<file path="src/hw/rtl/lsrc_pkg.sv">
// Shared types and constants for the line segment rectangle clipper.
`timescale 1ns / 1ps
`default_nettype none
package lsrc_pkg;

  localparam int COORD_BITS_DEF = 16;
  localparam int REG_IDX_BITS   = 2;

  localparam int RST_LEFT   = 0;
  localparam int RST_RIGHT  = 499;
  localparam int RST_BOTTOM = 0;
  localparam int RST_TOP    = 499;

  typedef enum logic [REG_IDX_BITS-1:0] {
    REG_LEFT   = 2'd0,
    REG_RIGHT  = 2'd1,
    REG_BOTTOM = 2'd2,
    REG_TOP    = 2'd3
  } reg_idx_e;

  // which boundary set a clipped endpoint
  typedef enum logic [1:0] {
    TAG_NONE = 2'd0,
    TAG_X    = 2'd1,
    TAG_Y    = 2'd2
  } tag_e;

  // front end to clip stage
  typedef struct packed {
    logic direct;  // horizontal, vertical or empty rectangle: coords already final
    logic vis;     // visibility of a direct segment
    logic dy_neg;
  } seg_ctrl_t;

  // per endpoint fixup after the divider
  typedef struct packed {
    logic add_en;  // add the quotient to one coordinate
    logic add_y;   // 1: y gets the quotient, 0: x does
    logic neg;     // quotient sign
  } ep_ctrl_t;

  typedef struct packed {
    logic     vis;
    ep_ctrl_t ep0;
    ep_ctrl_t ep1;
  } div_ctrl_t;

endpackage
`default_nettype wire

</file>
<file path="src/hw/rtl/lsrc_div.sv">
// Pipelined restoring divider, one quotient bit per stage, rounds half away from zero.
`timescale 1ns / 1ps
`default_nettype none
module lsrc_div import lsrc_pkg::*; #(
  parameter int COORD_BITS = COORD_BITS_DEF
) (
  input  logic                    clk_i,
  input  logic [2*COORD_BITS+1:0] num_i,
  input  logic [COORD_BITS:0]     den_i,
  output logic [COORD_BITS-1:0]   quo_o
);

  localparam int W = COORD_BITS;

  logic [W+1:0] r_q [W];
  logic [W-1:0] q_q [W];
  logic [W-1:0] m_q [W];
  logic [W:0]   d_q [W];
  logic [W+2:0] half;
  logic         rnd;

  // quotient is known to fit W bits, so the top part of num starts as remainder
  for (genvar i = 0; i < W; i++) begin : g_stage
    logic [W+1:0] r_in;
    logic [W-1:0] q_in, m_in;
    logic [W:0]   d_in;
    logic [W+2:0] trial, diff;
    logic         ge;
    if (i == 0) begin : g_first
      assign r_in = num_i[2*W+1:W];
      assign q_in = '0;
      assign m_in = num_i[W-1:0];
      assign d_in = den_i;
    end else begin : g_next
      assign r_in = r_q[i-1];
      assign q_in = q_q[i-1];
      assign m_in = m_q[i-1];
      assign d_in = d_q[i-1];
    end
    assign trial = {r_in, m_in[W-1-i]};
    assign ge    = trial >= (W+3)'(d_in);
    assign diff  = trial - (W+3)'(d_in);
    always_ff @(posedge clk_i) begin
      r_q[i] <= ge ? diff[W+1:0] : trial[W+1:0];
      q_q[i] <= {q_in[W-2:0], ge};
      m_q[i] <= m_in;
      d_q[i] <= d_in;
    end
  end

  assign half  = {r_q[W-1], 1'b0};
  assign rnd   = half >= (W+3)'(d_q[W-1]);
  assign quo_o = q_q[W-1] + W'(rnd);

endmodule
`default_nettype wire

</file>
<file path="config.mk">
export PLATFORM = sky130hd
export DESIGN_NAME = lsrc_div
export DESIGN_NICKNAME = d
export VERILOG_FILES = /design/src/hw/rtl/lsrc_pkg.sv /design/src/hw/rtl/lsrc_div.sv
export SDC_FILE = /design/constraint.sdc
export NUM_CORES = 1
export LEC_CHECK = 0
export BUFFER_PORTS_ARGS = -buffer_cell sky130_fd_sc_hd__buf_2
export CORE_MARGIN = 5
export CORE_UTILIZATION = 55
export DETAILED_ROUTE_END_ITERATION = 6
export PLACE_DENSITY = 0.71
export RECOVER_POWER = 50
export SETUP_SLACK_MARGIN = 0.5
export SYNTH_ARGS = -nofsm -noshare
export SYNTH_HDL_FRONTEND = slang
export SYNTH_SLANG_ARGS = --single-unit
export TNS_END_PERCENT = 10
</file>
<file path="constraint.sdc">
create_clock -name clk_i -period 3 [get_ports clk_i]
set_input_delay 0.15 -clock clk_i [delete_from_list [all_inputs] [get_ports clk_i]]
set_output_delay 0.15 -clock clk_i [all_outputs]
set_load 0.1 [all_outputs]
</file>
==> flow_summary.toml <==
[status]
outcome = "finished with violations"
violations = "setup timing"

[place]
place_hpwl_um = 53400
gp_congestion = 0.8995
place_area_sq_um = 36130
portBuffers = 67
dp_slack_ns = 0.1357

[drt]
drt_iter0_drc = 1628
avgViaCountPerCell = 5.427
vias = 25560
wirelength_um = 78000
final_antenna_net_count = 0
drc = 0
wl_per_cell_um = 16.56
firstDrtPassIters = 5

[synthesis]
synth_area_leader_cell = "dfxtp_1"
synth_ff_type = "dfxtp_1"
synth_seq_cells = 816
synthTopCellsByCount = "dfxtp_1, inv_1, nand2_1"
ys_top_cells_by_area = "dfxtp_1, ha_1, o21ai_0"
yosysTopAreaCellShare = 0.4778
synth_edf_count = 0
syn_area_sq_um = 34190
async_reset_ff_frac = 0
yosys_warnings = 0
syn_avg_cell_area_sq_um = 9.620
synth_nets = 3912
yosysMostFrequentCell = "dfxtp_1"
ys_types = 82
syn-instance-count = 3554
synth-seq-area-share = 0.4778

[sta]
setup_viol = 14
min_period_ns = 3.415
skew_ns = 0.02827
period_share = 1.138
hold_slack_ns = 0.09039
rsz0062_at_grt = "yes"
drv_slew = 0
hold_viol = 0
max_freq_mhz = 292.8
setup_slack_ns = -0.4148
relSlewSlack = 0.5937
worst_pin_slew_ns = 0.6069

[setup_path]
endpoint = "quo_o[15]"
r2r_setup_slack_ns = 0.27
reg2reg_to = "r_q[1][126]$_DFF_P_"
crit_type = "reg -> out"
cp-start-kind = "flip-flop"
critPathMaxStageDelay_ns = 0.30
path_cells = "inv_1 > ha_1 > nor2b_4 > o21a_1 > nor2_1 > o21ai_1 > o21bai_1 > a21oi_1 > o22a_2 > ha_4 > nand2_4 > nor2_4 > and3_4 > nand4_1 > xnor2_4 > buf_12"
worstPathArrival_ns = 3.26
critPathRequiredTime_ns = 2.85
critPathCaptureType = "output port"
rr_startpoint = "d_q[14][1]$_DFF_P_"
crit_start = "d_q[15][1]$_DFF_P_"
critical_path.max_fanout = 4
r2r_cells = 10
slowest_stage = "dfxtp_1"

[power]
p_int_mw = 34.35
pwr-share-seq = 0.289
switching_power_mw = 22.12
p_sw_frac = 0.3917
power_frac_comb = 0.523
total_power_mw = 56.47
ir_worst_vdd_mv = 0.8761
p_leak_nw = 19.03
power_density_nw_per_um2 = 1301
pwr-share-clk = 0.188

[clock_network]
htree_levels = 3
cts_tree = "built"
clk_path_buf_depth = 3
path_clk_slew_ns = 0.06
root_buffer = "clkbuf_16"
numCtsBuffers = 83
cts_num_sinks = 816
clock_latency_ns = 0.63

[min_path]
min_path_type = "in -> reg"

[floorplanning]
die_y_um = 259.3
core_area_sq_um = 61600
die_area_sq_um = 67250
initial_utilization = 0.5550
rows = 91
io_pins = 68
die_w_um = 259.3

[global_routing]
overflow = 0
antenna_found_initial = 1
grt_util_all_layers = 0.2168
grt_pass1_vias = 24510
grt_max_degree = 37
grt_pass1_wl_um = 121500

[job]
cap_viol_max_count = 0

[finish]
nFillCells = 4343
finalInstanceArea_sq_um = 43420
area_growth_pct = 27.00
diodes = 0
nets = 4164
post-route-util = 0.7049
drive_above_1_share = 0.2303
## metal layers
metal / global-route usage / up-vias / part of all wire
met5: 0 / - / 0
met4: 0.06473 / 0 / 0.026
met3: 0.03852 / 166 / 0.039
met2: 0.3780 / 498 / 0.50
met1: 0.2761 / 12090 / 0.43
li1: - / 12810 / -
## power groups by stage
| stage | clock network (mW) | registers [mW] | logic [mW] |
|---|---|---|---|
| finish | 10.6 | 16.3 | 29.6 |
| global route | 11.4 | 16.6 | 32.1 |
| CTS | 10.8 | 16.0 | 25.5 |
| detailed placement | 0 | 16.1 | 22.8 |
| global placement | 0 | 16.1 | 22.6 |
| floorplan | 0 | 15.3 | 17.8 |
## sequential cells by signal, summed over array words and instances, names as in the netlist
register and cells:
r_q 288, d_q 272, q_q 136, m_q 120
## worst min path at each step
stage / depth (start not counted) / slack, ns / start / to
finish: 5 / 0.09 / num_i[33] / r_q[0][15]$_DFF_P_
detailed placement: 1 / 0.25 / num_i[9] / m_q[0][9]$_DFF_P_
CTS: 5 / 0.06 / num_i[33] / r_q[0][15]$_DFF_P_
global route: 5 / 0.12 / num_i[33] / r_q[0][15]$_DFF_P_
floorplan: 0 / 0.18 / den_i[0] / d_q[0][0]$_DFF_P_
global placement: 1 / 0.25 / num_i[5] / m_q[0][5]$_DFF_P_
## area by class of cell
cell class	count	area (sq um)	area share
multi-input combinational	2307	19340	0.4455
tap	837	1047	0.02412
clock inverter	28	412.9	0.009509
sequential	816	16420	0.3782
timing repair buffer	234	2345	0.05400
inverter	364	1398	0.03219
clock buffer	124	2454	0.05651
## critical path: cells and delay by family, from the launching register on
| family | cells | cell delay [ns] |
|---|---|---|
| AO/OA/AOI/OAI | 5 | 0.67 |
| XOR/XNOR | 1 | 0.25 |
| adder cells (fa/ha/maj) | 2 | 0.42 |
| buffers and inverters | 2 | 0.23 |
| flip-flops | 1 | 0.30 |
| AND/OR/NAND/NOR | 6 | 0.76 |
## stage by stage
| stage | TNS, ns | instances |
|---|---|---|
| after floorplan | -0.001929 | 3554 |
| after global placement | 0 | 4439 |
| after detailed placement | 0 | 4439 |
| after CTS | -3.371 | 4678 |
| after global routing | -6.711 | 4710 |
| final | -3.874 | 4710 |
## layout by cell type, fill, tap and decap left out, drive strengths merged, types with 9 or more instances in the layout
cell type,n
mux2i,9
dlygate4sd3,50
a31oi,34
fa,16
o21ai,300
o31ai,39
o22ai,10
o21bai,21
clkinv,13
inv,365
xor2,97
and3,24
mux2,65
nor2b,55
or3,9
ha,290
xnor2,109
nor4,17
nor3b,9
o31a,34
buf,163
o21a,77
dfxtp,816
bufinv,9
o211ai,9
nor2,184
nor3,44
a211oi,17
a21o,74
nand3,61
nand2,295
a21oi,220
clkbuf,145
nand4,33
nand2b,42
## what timing repair did
item / in CTS / in global routing
buffers inserted: 35 / 29
pin swaps: 153 / 245
hold buffers: 50 / 0
endpoints found under the setup margin: 229 / 255
gates resized for setup: 368 / 508
hold endpoints to repair: 50 / 0
cloned: 2 / 3
## cell families after synthesis
family	share of synthesized area
AOI/OAI and AO/OA	0.1695
xor gates and xnor gates	0.05277
adders and majority gates	0.1155
buffers and inverters	0.04955
DFF	0.4778
muxes	0.02404
and+or+nand+nor	0.1109
No activity file was read; power rests on OpenSTA's default activity.
