## config.mk

```make
export PLATFORM = sky130hd
export DESIGN_NAME = lsrc_front
export DESIGN_NICKNAME = d
export VERILOG_FILES = /design/src/hw/rtl/lsrc_pkg.sv /design/src/hw/rtl/lsrc_front.sv
export SDC_FILE = /design/constraint.sdc
export NUM_CORES = 2
export LEC_CHECK = 0
export ABC_AREA = 1
export BUFFER_PORTS_ARGS = -buffer_cell sky130_fd_sc_hd__buf_2
export CORE_MARGIN = 1
export CORE_UTILIZATION = 51
export CTS_BUF_LIST = sky130_fd_sc_hd__clkbuf_8
export DETAILED_ROUTE_END_ITERATION = 8
export GPL_TIMING_DRIVEN = 1
export PLACE_DENSITY_LB_ADDON = 0.12
export SLEW_MARGIN = 30
export SYNTH_ARGS = -nofsm -noshare
export SYNTH_HDL_FRONTEND = slang
export SYNTH_SLANG_ARGS = --single-unit
```

## constraint.sdc

```tcl
create_clock -name clk_i -period 5.7 [get_ports clk_i]
set_input_delay 0.855 -clock clk_i [delete_from_list [all_inputs] [get_ports clk_i]]
set_output_delay 0.855 -clock clk_i [all_outputs]
set_load 0.005 [all_outputs]
```

## src/hw/rtl/lsrc_pkg.sv

```systemverilog
// Shared types and constants for the line segment rectangle clipper.
`timescale 1ns / 1ps
`default_nettype none
package lsrc_pkg;

  localparam int COORD_BITS_DEF = 16;
  localparam int REG_IDX_BITS   = 2;

  localparam int RST_LEFT   = 0;
  localparam int RST_RIGHT  = 499;
  localparam int RST_BOTTOM = 0;
  localparam int RST_TOP    = 499;

  typedef enum logic [REG_IDX_BITS-1:0] {
    REG_LEFT   = 2'd0,
    REG_RIGHT  = 2'd1,
    REG_BOTTOM = 2'd2,
    REG_TOP    = 2'd3
  } reg_idx_e;

  // which boundary set a clipped endpoint
  typedef enum logic [1:0] {
    TAG_NONE = 2'd0,
    TAG_X    = 2'd1,
    TAG_Y    = 2'd2
  } tag_e;

  // front end to clip stage
  typedef struct packed {
    logic direct;  // horizontal, vertical or empty rectangle: coords already final
    logic vis;     // visibility of a direct segment
    logic dy_neg;
  } seg_ctrl_t;

  // per endpoint fixup after the divider
  typedef struct packed {
    logic add_en;  // add the quotient to one coordinate
    logic add_y;   // 1: y gets the quotient, 0: x does
    logic neg;     // quotient sign
  } ep_ctrl_t;

  typedef struct packed {
    logic     vis;
    ep_ctrl_t ep0;
    ep_ctrl_t ep1;
  } div_ctrl_t;

endpackage
`default_nettype wire

```

## src/hw/rtl/lsrc_front.sv

```systemverilog
// Front stages: endpoint ordering, direct clamps, Liang-Barsky terms, cross products.
`timescale 1ns / 1ps
`default_nettype none
module lsrc_front import lsrc_pkg::*; #(
  parameter int COORD_BITS = COORD_BITS_DEF
) (
  input  logic                           clk_i,
  input  logic                           rst_ni,
  input  logic                           in_valid_i,
  input  logic signed [COORD_BITS-1:0]   left_i,
  input  logic signed [COORD_BITS-1:0]   right_i,
  input  logic signed [COORD_BITS-1:0]   bottom_i,
  input  logic signed [COORD_BITS-1:0]   top_i,
  input  logic signed [COORD_BITS-1:0]   start_x_i,
  input  logic signed [COORD_BITS-1:0]   start_y_i,
  input  logic signed [COORD_BITS-1:0]   end_x_i,
  input  logic signed [COORD_BITS-1:0]   end_y_i,
  output logic                           valid_o,
  output seg_ctrl_t                      ctrl_o,
  output logic signed [COORD_BITS-1:0]   x1_o,
  output logic signed [COORD_BITS-1:0]   y1_o,
  output logic signed [COORD_BITS-1:0]   x2_o,
  output logic signed [COORD_BITS-1:0]   y2_o,
  output logic signed [COORD_BITS-1:0]   left_o,
  output logic signed [COORD_BITS-1:0]   right_o,
  output logic signed [COORD_BITS-1:0]   yin_o,
  output logic signed [COORD_BITS-1:0]   yout_o,
  output logic signed [COORD_BITS:0]     dx_o,
  output logic signed [COORD_BITS:0]     ady_o,
  output logic signed [COORD_BITS:0]     nx0_o,
  output logic signed [COORD_BITS:0]     nx1_o,
  output logic signed [COORD_BITS:0]     ny0_o,
  output logic signed [COORD_BITS:0]     ny1_o,
  output logic signed [2*COORD_BITS+1:0] px0_o,
  output logic signed [2*COORD_BITS+1:0] px1_o,
  output logic signed [2*COORD_BITS+1:0] py0_o,
  output logic signed [2*COORD_BITS+1:0] py1_o
);

  localparam int W  = COORD_BITS;
  localparam int PW = 2*COORD_BITS+2;

  logic signed [W-1:0] lo_x, hi_x, lo_y, hi_y, ox1, oy1, ox2, oy2;
  logic signed [W-1:0] fx, fy, sx, sy, yin, yout;
  logic signed [W:0]   dx, dy, ady, ry0, ry1;
  logic                rect_ok, horiz, vert, swap, dvis, dy_pos;

  logic                v1_q, v2_q;
  seg_ctrl_t           c1_d, c1_q, c2_q;
  logic signed [W-1:0] x1_d, y1_d, x2_d, y2_d;
  logic signed [W-1:0] x1_q, y1_q, x2_q, y2_q, l1_q, r1_q, yin1_q, yout1_q;
  logic signed [W:0]   dx_q, ady_q, nx0_d, nx1_d, ny0_d, ny1_d;
  logic signed [W:0]   nx0_q, nx1_q, ny0_q, ny1_q;

  always_comb begin
    rect_ok = (left_i <= right_i) && (bottom_i <= top_i);
    horiz   = start_y_i == end_y_i;
    vert    = start_x_i == end_x_i;
    swap    = start_x_i > end_x_i;
    lo_x    = swap ? end_x_i : start_x_i;
    hi_x    = swap ? start_x_i : end_x_i;
    ox1     = lo_x;
    ox2     = hi_x;
    oy1     = swap ? end_y_i : start_y_i;
    oy2     = swap ? start_y_i : end_y_i;
    hi_y    = (start_y_i < end_y_i) ? end_y_i : start_y_i;
    lo_y    = (start_y_i < end_y_i) ? start_y_i : end_y_i;

    // direct clamps for axis-parallel segments and points
    dvis = 1'b0;
    fx   = ox1;
    fy   = oy1;
    sx   = ox2;
    sy   = oy2;
    if (!rect_ok) begin
      dvis = 1'b0;
    end else if (horiz) begin
      dvis = !(start_y_i > top_i || start_y_i < bottom_i) &&
             !(hi_x < left_i) && !(lo_x > right_i);
      fx   = (lo_x < left_i) ? left_i : lo_x;
      fy   = start_y_i;
      sx   = (hi_x > right_i) ? right_i : hi_x;
      sy   = start_y_i;
    end else if (vert) begin
      dvis = !(start_x_i > right_i || start_x_i < left_i) &&
             !(hi_y < bottom_i) && !(lo_y > top_i);
      fx   = start_x_i;
      fy   = (hi_y > top_i) ? top_i : hi_y;
      sx   = start_x_i;
      sy   = (lo_y < bottom_i) ? bottom_i : lo_y;
    end

    c1_d.direct = !rect_ok || horiz || vert;
    c1_d.vis    = dvis;
    x1_d = fx;
    y1_d = fy;
    x2_d = sx;
    y2_d = sy;

    dx          = (W+1)'(ox2) - (W+1)'(ox1);
    dy          = (W+1)'(oy2) - (W+1)'(oy1);
    c1_d.dy_neg = dy[W];
    dy_pos      = !dy[W];
    ady         = dy[W] ? -dy : dy;
    yin         = dy_pos ? bottom_i : top_i;
    yout        = dy_pos ? top_i : bottom_i;
    nx0_d       = (W+1)'(left_i) - (W+1)'(ox1);
    nx1_d       = (W+1)'(right_i) - (W+1)'(ox1);
    ry0         = (W+1)'(yin) - (W+1)'(oy1);
    ry1         = (W+1)'(yout) - (W+1)'(oy1);
    ny0_d       = dy_pos ? ry0 : -ry0;
    ny1_d       = dy_pos ? ry1 : -ry1;
  end

  always_ff @(posedge clk_i or negedge rst_ni) begin
    if (!rst_ni) begin
      v1_q <= 1'b0;
      v2_q <= 1'b0;
    end else begin
      v1_q <= in_valid_i;
      v2_q <= v1_q;
    end
  end

  always_ff @(posedge clk_i) begin
    c1_q    <= c1_d;
    x1_q    <= x1_d;
    y1_q    <= y1_d;
    x2_q    <= x2_d;
    y2_q    <= y2_d;
    l1_q    <= left_i;
    r1_q    <= right_i;
    yin1_q  <= yin;
    yout1_q <= yout;
    dx_q    <= dx;
    ady_q   <= ady;
    nx0_q   <= nx0_d;
    nx1_q   <= nx1_d;
    ny0_q   <= ny0_d;
    ny1_q   <= ny1_d;
  end

  // second stage: the four cross products
  always_ff @(posedge clk_i) begin
    c2_q    <= c1_q;
    x1_o    <= x1_q;
    y1_o    <= y1_q;
    x2_o    <= x2_q;
    y2_o    <= y2_q;
    left_o  <= l1_q;
    right_o <= r1_q;
    yin_o   <= yin1_q;
    yout_o  <= yout1_q;
    dx_o    <= dx_q;
    ady_o   <= ady_q;
    nx0_o   <= nx0_q;
    nx1_o   <= nx1_q;
    ny0_o   <= ny0_q;
    ny1_o   <= ny1_q;
    px0_o   <= PW'(nx0_q) * PW'(ady_q);
    px1_o   <= PW'(nx1_q) * PW'(ady_q);
    py0_o   <= PW'(ny0_q) * PW'(dx_q);
    py1_o   <= PW'(ny1_q) * PW'(dx_q);
  end

  assign valid_o = v2_q;
  assign ctrl_o  = c2_q;

endmodule
`default_nettype wire

```

==> flow_summary_export.csv <==
group,metric,value,unit
status,status,"finished with violations",
status,violations,"negative setup slack",
synth,synth_fp_nets,10231,
critical_path,cp_max_fo,5,
drt,vias_per_cell,5.09,
sta,worst_pin_slew,1050,ps
global_route,grt_pass1_vias,59476,
final_layout,area_delta_synth_final,24.8,%
sta,finalHoldViolCount,0,
critical_path,cp_slowest_stage_delay,560,ps
sta,slew_headroom,29.7,%
critical_path,cp.required,6480,ps
global_route,overflow,0,
final_layout,drive_above_1_share,23.7,%
synth,yosys.area_share.simple,14.5,%
final_layout,layout.nets,11622,
drt,drt_iter0_drc,4308,
critical_path,endpoint_kind,"flop",
critical_path,worst_ep_arrival_time,6580,ps
synth,synth_ff_type,"dfxtp_1",
final_layout,layout.cells.non_filler,11550,
floorplanning,rows,135,
critical_path,cp_top_family,"adder cells",
synth,synth_compound_area_share,6.17,%
sta,finalCritPeriodShare,102,%
placed_design,dpl.hpwl,194,mm
clock_network,cts_inserted_buffers,107,
drt,routed_wl,233,mm
floorplanning,initial_utilization,51.4,%
synth,synth_seq_area_share,17.4,%
placed_design,dpl_worst_slack,-723,ps
floorplanning,die_h,372,um
critical_path,path_buf_inv,19,
final_layout,fillCellCount,11660,
floorplanning,num_io_pins,501,
sta,finalClockSkew,67.5,ps
placed_design,gp_congestion,1.01,
sta,rsz0062_at_grt,"true",
clock_network,path_clk_slew,90,ps
sta,clock.fmax,0.172,GHz
synth,avgSynthCellArea,8.41,um2
global_route,grt_start_max_net_pins,61,
drt,num_vias,58739,
clock_network,cts_tree,"yes",
clock_network,numClockSinks,604,
synth,yosys_warnings,0,
critical_path,critPathKind,"reg2reg",
synth,synth_area,69600,um2
clock_network,cts_max_path_buffers,3,
global_route,antenna_found_initial,31,
sta,finalWorstSetupSlack,-99.1,ps
placed_design,place_inst,11259,
floorplanning,core_area,135000,um2
drt,drc,0,
placed_design,port_buffers,500,
final_layout,fin_util,64.1,%
sta,final-setup-viol-count,9,
synth,ys_ff_latch,604,
clock_network,cts-root-buf,"clkbuf_8",
clock_network,insertion_delay,890,ps
critical_path,cp_common_cell,"buf_4",
sta,tns,-435,ps
synth,yosysUniqueCellTypes,59,
critical_path,cp-start-kind,"flop",
sta,maxSlewViolCount,0,
floorplanning,dieArea,138000,um2
global_route,grt_pass1_wl,348,mm
clock_network,htreeDepth,3,
run,maxCapViolations,0,
floorplanning,die_x,372,um
synth,synth_edf_count,0,
critical_path,cpMaxStageDelayCell,"fa_1",
drt,first_pass_iters,8,
drt,wire_per_inst,20.2,um
synth,syn_inst,8280,
global_route,track_usage,33.6,%
drt,postRouteAntennaNets,0,
min_path,hold_class,"in2reg",
synth,synth_top_family_by_area,"adder cells",
synth,synth_xor_area_share,3.36,%
synth,synth.area.mux_share,0,%
sta,fin_crit,5800,ps
final_layout,seq_area,12200,um2
synth,async_flop_share,0.331,%
final_layout,multi_input_area,50300,um2
synth,synth_fa_ha_area_share,45.5,%
## path summary, 6_finish.rpt
path                                        start  cells past startpoint                end  slack, ps
worst max-delay path              dx_q[2]$_DFF_P_                     31  py0_o[12]$_DFF_P_       -100
min in group asynchronous                  rst_ni                      2     v1_q$_DFF_PN0_        320
worst min register to register  yin1_q[7]$_DFF_P_                      0   yin_o[7]$_DFF_P_        290
worst max register to register    dx_q[2]$_DFF_P_                     31  py0_o[12]$_DFF_P_       -100
max in group asynchronous                  rst_ni                      2  valid_o$_DFF_PN0_       5280
worst min-delay path                   in_valid_i                      1     v1_q$_DFF_PN0_        110
## cell families (layout without fill, tap and decap cells)
group / after synthesis / in the layout
and+or+nand+nor: 2464 / 2464
buffers and inverters: 2398 / 3872
adders and majority gates: 1820 / 1820
AOI/OAI and AO/OA: 727 / 727
DFF: 604 / 604
xor gates and xnor gates: 267 / 267
other: 0 / 15
## cell usage after synthesis, drive strengths merged (10+ instances only)
cell	instances	area share, %
xor2	188	2.4
nand4	54	0.49
o21ai	244	1.9
o21bai	24	0.26
fa	1188	34
buf	33	0.40
nor4	10	0.090
inv	2065	11
dfxtp	602	17
a22o	16	0.20
clkbuf	300	1.6
or2	61	0.55
a21o	14	0.15
o31ai	23	0.25
nor2	214	1.2
nand2	1879	10
xnor2	79	0.99
a21oi	284	2.1
nand3	189	1.4
nand3b	23	0.25
o211ai	20	0.22
nor3	29	0.22
ha	632	11
a31oi	14	0.13
a211oi	24	0.26
o21a	18	0.19
## cell usage in the layout, fill, tap and decap left out, drive strengths merged, types with 10 or more instances in the layout
cell    Yosys  routed
nand3b     23      23
a21oi     284     284
o21a       18      18
nand3     189     189
fa       1188    1188
dfxtp     602     602
a211oi     24      24
a22o       16      16
clkinv      0      25
nor2      214     214
xor2      188     188
buf        33    1607
diode       0      15
nor3       29      29
clkbuf    300     131
a21o       14      14
o21ai     244     244
ha        632     632
nor4       10      10
o21bai     24      24
xnor2      79      79
nand2    1879    1879
inv      2065    2090
nand4      54      54
a31oi      14      14
o31ai      23      23
or2        61      61
o211ai     20      20
## repair_timing
item                       CTS  global route
buffers inserted            42            40
pin swaps                   56           165
gates resized for setup    112           350
setup endpoints to repair   38            57
hold endpoints to repair     2             0
cloned                       1             7
hold buffers                 1             0
## cell type report
cell class,count,area share (%)
clock buffer,124,1.96
sequential,604,14.0
multi-input combinational,5278,57.9
antenna,15,0.0432
tap,1781,2.56
timing repair buffer,1615,13.9
clock inverter,68,0.742
inverter,2065,8.93
## through the flow
stage                     cell area, um2  hold WS (ps)
after floorplan                    70000           310
after global placement             81900           311
after detailed placement           81900           312
after CTS                          85000          32.8
after global routing               86900          68.2
final                              86900           113
## state kept, by name, summed over array words and instances, names as in the netlist, 17 cells and up
name   cells
nx1_o     17
px0_o     34
dx_o      17
ny1_o     17
nx1_q     17
nx0_o     17
px1_o     34
ny0_o     17
ady_o     17
ady_q     17
dx_q      17
ny1_q     17
py0_o     34
nx0_q     17
ny0_q     17
py1_o     34
## routing by layer
| layer | routed length (um) | track usage [%] |
|---|---|---|
| met5 | 117 | 0 |
| met4 | 10500 | 13.7 |
| met3 | 18900 | 6.99 |
| met2 | 103000 | 51.8 |
| met1 | 100000 | 46.1 |
## worst register-to-register path: cells and delay by family (launching register included)
| kind | cells | cell delay [ps] |
|---|---|---|
| fa+ha+maj | 7 | 2840 |
| buf+inv | 19 | 2070 |
| flops | 1 | 390 |
| simple gates | 4 | 250 |
| xor+xnor | 1 | 150 |
Power is left out: the tool's default activity adds up to more than one toggle a clock period on the data nets, which glitch-free logic cannot reach.
